==> src/rtl/lsnb_pkg.sv <==
// lsnb_pkg: shared constants, command/status structs and state types for the
// LFO sine/noise blend core. No dependencies.
package lsnb_pkg;

    // Q4.28 phase constants and Q2.30 polynomial coefficients
    localparam logic [31:0] PI_Q     = 32'd843314857;
    localparam logic [30:0] TWO_PI_Q = 31'd1686629713;
    localparam logic [30:0] K1_Q     = 31'd1367130552;
    localparam logic [28:0] K2_Q     = 29'd435171170;
    localparam logic [27:0] K3_Q     = 28'd241591910;

    localparam logic [27:0] WARP_RESET = 28'd384000;

    // shared multiplier operand width
    localparam int MW = 36;

    // input operation codes
    localparam logic OPN_TICK    = 1'b0;
    localparam logic OPN_RESTART = 1'b1;

    typedef enum logic [2:0] {
        REG_RATE  = 3'd0,
        REG_STEP  = 3'd1,
        REG_WARP  = 3'd2,
        REG_SHAPE = 3'd3,
        REG_GAIN  = 3'd4
    } cfg_reg_t;

    typedef enum logic [4:0] {
        OP_IDLE, OP_LOAD, OP_RESTART, OP_MUL_STEP, OP_ADD, OP_WRAP,
        OP_K1, OP_PSQ, OP_K2, OP_Y, OP_YSQ, OP_K3, OP_S,
        OP_N1, OP_N2, OP_NSUM, OP_DINIT, OP_DIV, OP_FSAT,
        OP_MIXLO, OP_MIXHI, OP_MIXSUM, OP_M, OP_GLO, OP_GHI, OP_GSUM, OP_OUT
    } dp_op_t;

    typedef enum logic [4:0] {
        ST_IDLE, ST_STEP, ST_ADD, ST_WRAP, ST_K1, ST_PSQ, ST_K2, ST_Y,
        ST_YSQ, ST_K3, ST_S, ST_N1, ST_N2, ST_NSUM, ST_DINIT, ST_DIV,
        ST_FSAT, ST_MIXLO, ST_MIXHI, ST_MIXSUM, ST_M, ST_GLO, ST_GHI,
        ST_GSUM, ST_OUT
    } ctrl_st_t;

    typedef struct packed {
        dp_op_t op;
    } dp_cmd_t;

    typedef struct packed {
        logic wrap_done;
        logic den_zero;
        logic div_last;
        logic out_hold;
    } dp_status_t;

endpackage

==> src/rtl/lsnb_ctrl.sv <==
// lsnb_ctrl: sequencer for the LFO blend core; steps the datapath one
// operation per cycle, holding while the output is stalled. Depends on lsnb_pkg.
module lsnb_ctrl (
    input  logic                  clk,
    input  logic                  rst_n,
    input  logic                  in_valid,
    input  logic                  operation,
    output logic                  in_stall,
    input  lsnb_pkg::dp_status_t  status,
    output lsnb_pkg::dp_cmd_t     cmd
);

    lsnb_pkg::ctrl_st_t state_reg, state_next;

    always_ff @(posedge clk or negedge rst_n)
    begin
        if (!rst_n)
        begin
            state_reg <= lsnb_pkg::ST_IDLE;
        end
        else
        begin
            state_reg <= state_next;
        end
    end

    always_comb
    begin
        state_next = state_reg;
        cmd.op     = lsnb_pkg::OP_IDLE;
        in_stall   = (state_reg != lsnb_pkg::ST_IDLE);
        unique case (state_reg)
            lsnb_pkg::ST_IDLE:
            begin
                if (in_valid)
                begin
                    if (operation == lsnb_pkg::OPN_RESTART)
                    begin
                        cmd.op = lsnb_pkg::OP_RESTART;
                    end
                    else
                    begin
                        cmd.op     = lsnb_pkg::OP_LOAD;
                        state_next = lsnb_pkg::ST_STEP;
                    end
                end
            end
            lsnb_pkg::ST_STEP:
            begin
                cmd.op = lsnb_pkg::OP_MUL_STEP; state_next = lsnb_pkg::ST_ADD;
            end
            lsnb_pkg::ST_ADD:
            begin
                cmd.op = lsnb_pkg::OP_ADD; state_next = lsnb_pkg::ST_WRAP;
            end
            lsnb_pkg::ST_WRAP:
            begin
                // one two-pi subtraction a cycle until the phase is in range
                cmd.op = lsnb_pkg::OP_WRAP;
                if (status.wrap_done)
                begin
                    state_next = lsnb_pkg::ST_K1;
                end
            end
            lsnb_pkg::ST_K1:
            begin
                cmd.op = lsnb_pkg::OP_K1; state_next = lsnb_pkg::ST_PSQ;
            end
            lsnb_pkg::ST_PSQ:
            begin
                cmd.op = lsnb_pkg::OP_PSQ; state_next = lsnb_pkg::ST_K2;
            end
            lsnb_pkg::ST_K2:
            begin
                cmd.op = lsnb_pkg::OP_K2; state_next = lsnb_pkg::ST_Y;
            end
            lsnb_pkg::ST_Y:
            begin
                cmd.op = lsnb_pkg::OP_Y; state_next = lsnb_pkg::ST_YSQ;
            end
            lsnb_pkg::ST_YSQ:
            begin
                cmd.op = lsnb_pkg::OP_YSQ; state_next = lsnb_pkg::ST_K3;
            end
            lsnb_pkg::ST_K3:
            begin
                cmd.op = lsnb_pkg::OP_K3; state_next = lsnb_pkg::ST_S;
            end
            lsnb_pkg::ST_S:
            begin
                cmd.op = lsnb_pkg::OP_S; state_next = lsnb_pkg::ST_N1;
            end
            lsnb_pkg::ST_N1:
            begin
                cmd.op = lsnb_pkg::OP_N1; state_next = lsnb_pkg::ST_N2;
            end
            lsnb_pkg::ST_N2:
            begin
                cmd.op = lsnb_pkg::OP_N2; state_next = lsnb_pkg::ST_NSUM;
            end
            lsnb_pkg::ST_NSUM:
            begin
                cmd.op = lsnb_pkg::OP_NSUM; state_next = lsnb_pkg::ST_DINIT;
            end
            lsnb_pkg::ST_DINIT:
            begin
                cmd.op     = lsnb_pkg::OP_DINIT;
                state_next = status.den_zero ? lsnb_pkg::ST_FSAT : lsnb_pkg::ST_DIV;
            end
            lsnb_pkg::ST_DIV:
            begin
                cmd.op = lsnb_pkg::OP_DIV;
                if (status.div_last)
                begin
                    state_next = lsnb_pkg::ST_FSAT;
                end
            end
            lsnb_pkg::ST_FSAT:
            begin
                cmd.op = lsnb_pkg::OP_FSAT; state_next = lsnb_pkg::ST_MIXLO;
            end
            lsnb_pkg::ST_MIXLO:
            begin
                cmd.op = lsnb_pkg::OP_MIXLO; state_next = lsnb_pkg::ST_MIXHI;
            end
            lsnb_pkg::ST_MIXHI:
            begin
                cmd.op = lsnb_pkg::OP_MIXHI; state_next = lsnb_pkg::ST_MIXSUM;
            end
            lsnb_pkg::ST_MIXSUM:
            begin
                cmd.op = lsnb_pkg::OP_MIXSUM; state_next = lsnb_pkg::ST_M;
            end
            lsnb_pkg::ST_M:
            begin
                cmd.op = lsnb_pkg::OP_M; state_next = lsnb_pkg::ST_GLO;
            end
            lsnb_pkg::ST_GLO:
            begin
                cmd.op = lsnb_pkg::OP_GLO; state_next = lsnb_pkg::ST_GHI;
            end
            lsnb_pkg::ST_GHI:
            begin
                cmd.op = lsnb_pkg::OP_GHI; state_next = lsnb_pkg::ST_GSUM;
            end
            lsnb_pkg::ST_GSUM:
            begin
                cmd.op = lsnb_pkg::OP_GSUM; state_next = lsnb_pkg::ST_OUT;
            end
            lsnb_pkg::ST_OUT:
            begin
                // hold until the output register is free
                if (!status.out_hold)
                begin
                    cmd.op     = lsnb_pkg::OP_OUT;
                    state_next = lsnb_pkg::ST_IDLE;
                end
            end
            default:
            begin
                state_next = lsnb_pkg::ST_IDLE;
            end
        endcase
    end

endmodule

==> config.mk <==
export PLATFORM = sky130hd
export DESIGN_NAME = lsnb_ctrl
export DESIGN_NICKNAME = d
export VERILOG_FILES = /design/src/rtl/lsnb_pkg.sv /design/src/rtl/lsnb_ctrl.sv
export SDC_FILE = /design/constraint.sdc
export NUM_CORES = 1
export LEC_CHECK = 0
export BUFFER_PORTS_ARGS = -buffer_cell sky130_fd_sc_hd__buf_2
export CORE_AREA = 2 2 40 42
export CTS_BUF_LIST = sky130_fd_sc_hd__clkbuf_4
export DETAILED_ROUTE_END_ITERATION = 12
export DIE_AREA = 0 0 42 44
export GPL_TIMING_DRIVEN = 1
export PLACE_DENSITY = 0.61
export SETUP_SLACK_MARGIN = 0.15
export SYNTH_ARGS = -nofsm -noshare
export SYNTH_HDL_FRONTEND = slang
export SYNTH_SLANG_ARGS = --single-unit
==> constraint.sdc <==
create_clock -name clk -period 2.6 [get_ports clk]
set_clock_uncertainty 0.15 [all_clocks]
set_input_delay 0.39 -clock clk [delete_from_list [all_inputs] [get_ports clk]]
set_output_delay 0.39 -clock clk [all_outputs]
set_load 0.01 [all_outputs]
Word-level counts from Yosys, hierarchy flattened
Index checks and enable logic that the tools add are counted.

storage, ports and cells
  output and inout port bits = 6
  bits of input ports = 8
  register bits = 5
  logic and storage cells = 44

operators by class
  muxes and demuxes = 11
  reduce and logical (&&, ||, !) cells = 3
  equal/unequal tests = 29

operators by type and width
  cell                                                                    count
  5-bit case mux with 25 select lines                                     2
  5-bit equality test (second input constant)                             9
  5-bit by 4-bit equality test with 1-bit output (second input constant)  8
  5-bit two-way mux                                                       7
  5-bit by 3-bit equality test with 1-bit output (second input constant)  4
  5-bit by 2-bit equality test with 1-bit output (second input constant)  2
  2-bit inequality test (second input constant)                           5
  5-bit by 1-bit equality test with 1-bit output (second input constant)  1
  5-bit logical NOT                                                       1
  5-bit AND reduction                                                     1
  5-bit nonzero test                                                      1
  2-bit two-way mux                                                       2

Depth between registers and ports, before layout
Gate-level depths: netlist of the first run.

  depth after elaboration = 3
  gate-level depth with buffers = 5
  gate-level depth less buffers = 4

Worst setup path before layout of the first run
No wires, ideal clock.

  kind = reg-to-output
  start point = reg state_reg[2]
  end point = out cmd[1] in the netlist's numbering
  arrival = 1,341 ps
  buffers on the path = 1
  data required time = 2,060 ps
  path slack = 719 ps
  cell stages (with the launch flop) = 5
  path through = dfrtp_1 > buf_2 > nor3_1 > nand2_1 > o21ai_0

RTL lines
  what                    RTL line         text
  from (decl)             lsnb_ctrl.sv:13  lsnb_pkg::ctrl_st_t state_reg, state_next;
  from (signal assigned)  lsnb_ctrl.sv:19  state_reg <= lsnb_pkg::ST_IDLE;
  from (signal assigned)  lsnb_ctrl.sv:23  state_reg <= state_next;
  to (decl)               lsnb_ctrl.sv:10  output lsnb_pkg::dp_cmd_t cmd

==> metrics, run 1 <==
Worst setup SP type register; Post-Route WL 1084 microns; reg-to-reg critical path endpoint state_reg[0]; maximum vdd drop 0.4447 mV; fin crit period 2.150 ns; fill count 146; Fmax achieved 0.4650 GHz; Mapped Area 460.4 sq um; largest net degree at the start of global routing 17; area leader, netlist dfrtp_1; Vias 476; DRT Pass-1 Iters 6; Worst EP required 2.06 ns; Place WS 0.6980 ns; Compound-Gate Fraction of Synth Area 31.25%; I/O Buffers 13; crit path DAT 1.61 ns; max reg flops 5; die area 0.001848 sq mm; final design utilization 39.15%; RSZ-0062 raised after global routing no; average wire per cell in the routed design 11.78 microns; number of placement rows 14; Post-CTS Setup Bufs 0; Clock Latency Late Sink 0.24 ns; status complete, no violations; chip height 44 microns; Clock Tree Buf Depth 2; Yosys warnings 0; RePlAce Congestion 0.8575; reg2reg setup slack 0.70 ns; number of global-route vias before repair 428; Pleak 0.2398 nW; Vias/cell 5.174; syn_area_per_cell 7.309 sq um; P&R area growth vs syn 20.65%; Max Cap Violations 0; worst reg2reg path depth 4; setup TNS 0 ns; Die Wd 42 microns; Hold Path End state_reg[4]; Hold Path Origin status[0]; Post-Synth Simple-Gate Area 28.80%; violation count after the first detailed-route iteration 9; diodes inserted 0; Max transition margin 66.88%; Post-DRT Antenna Nets 0; num ports 14; Initial Utilization 32.45%; root buf cell clkbuf_4; Post-DP HPWL 783.9 microns; main combinational cell family by area after synthesis compound AO/OA/AOI/OAI gates; final period utilization 82.70%; Final Hold Viols 0; hold_buf cts 1; reg2reg start state_reg[1]; fin. max-slew vios 0; # DRC 0; Worst-path clk slew 0.04 ns; XOR/XNOR Fraction of Synth Area 3.804%; Core ar. 0.001419 sq mm; grt total ovfl 0; Worst Slack Setup Final 0.4497 ns; post-synthesis mux area share 0%; CTS tree built; syn_nets 71; flops & latches, synth 5; share of layout cells above drive strength 1 28.95%; H-tree levels 1; ranking of synthesized cells by area dfrtp_1 (27%), a21oi_1 (9.8%), o21ai_0 (8.7%), nand2_1 (4.1%), xnor2_1 (3.8%); Worst setup EP type output pin; worst setup path class reg -> out; hold path cells 3; multi-input logic area 294.0 sq um; first-pass GRT wire length 1773 microns; final setup vio count 0; Reg area 125.1 sq um; top cell type's share of synthesized area 27.17%; Nets 85; Num CTS Buffers 3; Sinks on Clock Net 5; Slew @ Worst Pin 0.4967 ns; post-synth cell types 26; antenna violations before repair 0; P per Cell Area 1329 mW/mm^2; adder-cell share of the synthesized area 0%; Seq/Total Area, Yosys 27.17%; worst min path class in -> reg; GRT Util Overall 12.95%; Post-Synthesis Cells 63; Post-CTS Resized 0; Max FO, Critical Path 12
placed cells by master (no fill, tap or decap), types with 2 or more instances in the layout:
cell / n
o21ai_0: 8
nor3_1: 2
a31oi_1: 2
buf_2: 13
o31ai_1: 2
nor2_1: 4
nand3_1: 2
dfrtp_1: 5
inv_1: 3
nand2_1: 5
nand2b_1: 2
xnor2_1: 2
nor2b_1: 2
clkbuf_4: 4
a21oi_1: 9
cell families after synthesis:
| family | Yosys count |
|---|---|
| AO/OA/AOI/OAI | 25 |
| AND/OR/NAND/NOR | 23 |
| buffers and inverters | 8 |
| flip-flops | 5 |
| XOR/XNOR | 2 |
Yosys cell counts:
master / number
and2_4: 1
inv_1: 3
nand3_1: 2
or4_4: 1
buf_6: 1
nor3_1: 2
nand4_1: 1
nor4_1: 1
nand2b_1: 2
dfrtp_1: 5
o21ai_1: 1
a31oi_1: 2
o22ai_1: 1
o21ai_2: 1
o21ai_0: 8
nor2b_1: 2
buf_2: 3
o221a_2: 1
xnor2_1: 2
nand2_1: 5
or4b_1: 1
clkbuf_1: 1
nor2_1: 4
a21oi_1: 9
o31ai_1: 2
nor2_4: 1
final cells by class:
cell class / instances / share of cell area, %
flip-flops and latches: 5 / 22.52
multi-input cells: 50 / 52.93
repair buffers: 14 / 13.51
clock buffers: 4 / 5.405
well taps: 16 / 3.604
inverters: 3 / 2.027
worst max-delay path by stage:
stage	from	endpoint	slack, ns	depth (start not counted)
floorplan	state_reg[2]	cmd[1]	0.72	4
global placement	state_reg[1]	cmd[0]	0.72	4
detailed placement	state_reg[1]	cmd[1]	0.70	4
CTS	state_reg[1]	cmd[1]	0.44	4
global route	state_reg[1]	cmd[1]	0.33	4
finish	state_reg[1]	cmd[1]	0.45	4
critical path, stage by stage, from the launching register on:
cell	delay [ns]
dfrtp_1	0.53
nor3_1	0.43
nand2_1	0.11
o21ai_0	0.16
buf_2	0.14
power breakdown:
| part | internal, W | switching [W] |
|---|---|---|
| clock | 0.0000683 | 0.0000297 |
| combinational | 0.000189 | 0.000198 |
| sequential | 0.000115 | 0.000137 |
per-layer routing:
layer / global-route usage (%) / wire (microns) / up-vias
met5: 0 / 0 / -
met4: 9.677 / 29 / 0
met3: 2.917 / 34 / 4
met2: 20.31 / 506 / 12
met1: 15.52 / 513 / 205
li1: - / - / 255
stage by stage:
stage	hold WS, ns	instance area, sq um	power, W	cells
final	0.3164	555.5	0.0007380	92
after global routing	0.3205	555.5	0.0008085	92
after CTS	0.3142	555.5	0.0007407	92
after detailed placement	0.05515	515.5	0.0006418	87
after global placement	0.05329	515.5	0.0006411	87
after floorplan	-0.05559	460.4	0.0005363	63
No activity file was read; power rests on OpenSTA's default activity.
==> run 2, diff against run 1 <==
==> constraint.sdc (replaced) <==
create_clock -name clk -period 2.1 [get_ports clk]
set_clock_uncertainty 0.15 [all_clocks]
set_input_delay 0.315 -clock clk [delete_from_list [all_inputs] [get_ports clk]]
set_output_delay 0.315 -clock clk [all_outputs]
set_load 0.01 [all_outputs]
==> run 2 against run 1 <==
  * Count of clock-buffer cells in the layout unchanged
  * Total power increased by 46%
  * Utilization increased by 5.9 points
  * Sequential power increased by 16%
  * Die area unchanged
  * First-iteration DRC count increased by 22%
  * Flip-flop and latch count unchanged
  * Largest power group unchanged
  * Critical path type is now reg -> reg
  * Sequential share of layout area decreased by 2.2 points
  * Setup slack got worse by 0.21 ns
  * Combinational power increased by 71%
  * Highest routed layer unchanged
==> metrics, run 2 (synthesized netlist as in run 1, its figures left out) <==
status complete, no violations; crit path DAT 1.83 ns; Initial Utilization 32.45%; met1 wire length 545 microns; Slew @ Worst Pin 0.3700 ns; Fmax achieved 0.5379 GHz; Pleak 0.2738 nW; RePlAce Congestion 0.8293; number of placement rows 14; fill count 144; Post-Route WL 1248 microns; GRT Util Overall 13.56%; Worst EP required 2.07 ns; DRT Pass-1 Iters 4; multi-input logic area 320.3 sq um; Post-Layout Cell Count 99; Nets 92; first-pass GRT wire length 1876 microns; largest net degree at the start of global routing 13; Sinks on Clock Net 5; Post-DP HPWL 861 microns; final setup vio count 0; setup TNS 0 ns; fin crit period 1.859 ns; Met3 Wirelength 46 microns; die area 0.001848 sq mm; num ports 14; worst min path class in -> reg; # DRC 0; dpl cells 90; RSZ-0062 raised after global routing yes; CTS tree built; Vias 518; Vias/cell 5.232; Clock Latency Late Sink 0.24 ns; Die Wd 42 microns; Worst-path clk slew 0.04 ns; diodes inserted 0; Worst setup EP type register; minimum hold slack 0.2470 ns; grt total ovfl 0; Post-DRT Antenna Nets 0; root buf cell clkbuf_4; maximum vdd drop 0.7716 mV; fin. max-slew vios 0; Final Hold Viols 0; number of global-route vias before repair 450; violation count after the first detailed-route iteration 11; Max Cap Violations 0; antenna violations before repair 0; share of layout cells above drive strength 1 42.17%; Num CTS Buffers 3; Clock Tree Buf Depth 2; most frequent cells in the layout buf_2 (13), a21oi_1 (9), o21ai_0 (7), buf_4 (7), nand2_1 (5); commonest non-fill, non-tap cell in the layout buf_2; Max transition margin 75.34%; max reg flops 5; met2 WL 645 microns; H-tree levels 1; average wire per cell in the routed design 12.61 microns; worst setup path class reg -> reg; Reg area 130.1 sq um; max layer used met4; chip height 44 microns; P per Cell Area 1687 mW/mm^2; I/O Buffers 13; Max FO, Critical Path 8; final period utilization 88.53%; Core ar. 0.001419 sq mm; Worst setup SP type register; P&R area growth vs syn 38.86%
[run 2: area by class of cell]
cell class                      count  area share [%]
Multi-Input combinational cell     50           50.10
Timing Repair Buffer               21           19.96
Clock buffer                        4           4.697
Sequential cell                     5           20.35
Inverter                            3           1.761
Tap cell                           16           3.131
[run 2: critical path, cell delays in order (launching register included)]
cell,delay (ns)
dfrtp_1,0.55
inv_1,0.12
or4_4,0.59
a31oi_1,0.25
a21oi_1,0.08
[run 2: path summary, 6_finish.rpt]
check                             start            to  slack, ns  depth (start not counted)
min                           status[1]  state_reg[2]       0.25                          3
max reg2reg                state_reg[0]  state_reg[4]       0.24                          4
max in group asynchronous         rst_n  state_reg[2]       1.39                          2
min in group asynchronous         rst_n  state_reg[1]       0.26                          2
max                        state_reg[0]  state_reg[4]       0.24                          4
min reg2reg                state_reg[1]  state_reg[4]       0.55                          3
[run 2: timing repair]
item,CTS,global route
gates resized for setup,3,6
hold buffers,1,0
setup endpoints to repair,4,5
hold endpoints to repair,5,0
setup buffers,0,4
[run 2: through the flow]
stage / utilization, % / area, sq um / total power [W] / setup WS, ns
after floorplan: - / 460.4 / 0.0006640 / 0.2938
after global placement: 37.92 / 538.0 / 0.0008379 / 0.2997
after detailed placement: 37.92 / 538.0 / 0.0008308 / 0.3016
after CTS: 41.62 / 590.6 / 0.0009800 / 0.1367
after global routing: 45.06 / 639.4 / 0.001187 / 0.1401
final: 45.06 / 639.4 / 0.001079 / 0.2408
[run 2: power by group]
group | leakage, nW | switching (W) | internal, W | total, W
registers | 0.0567 | 0.000141 | 0.000152 | 0.000293
logic | 0.199 | 0.000332 | 0.000331 | 0.000663
clock network | 0.0184 | 0.0000385 | 0.0000846 | 0.000123
[run 2: routing by layer]
layer,GRT usage [%],vias up
met5,0,-
met4,7.097,0
met3,4.583,2
met2,21.88,11
met1,16.03,234
li1,-,271
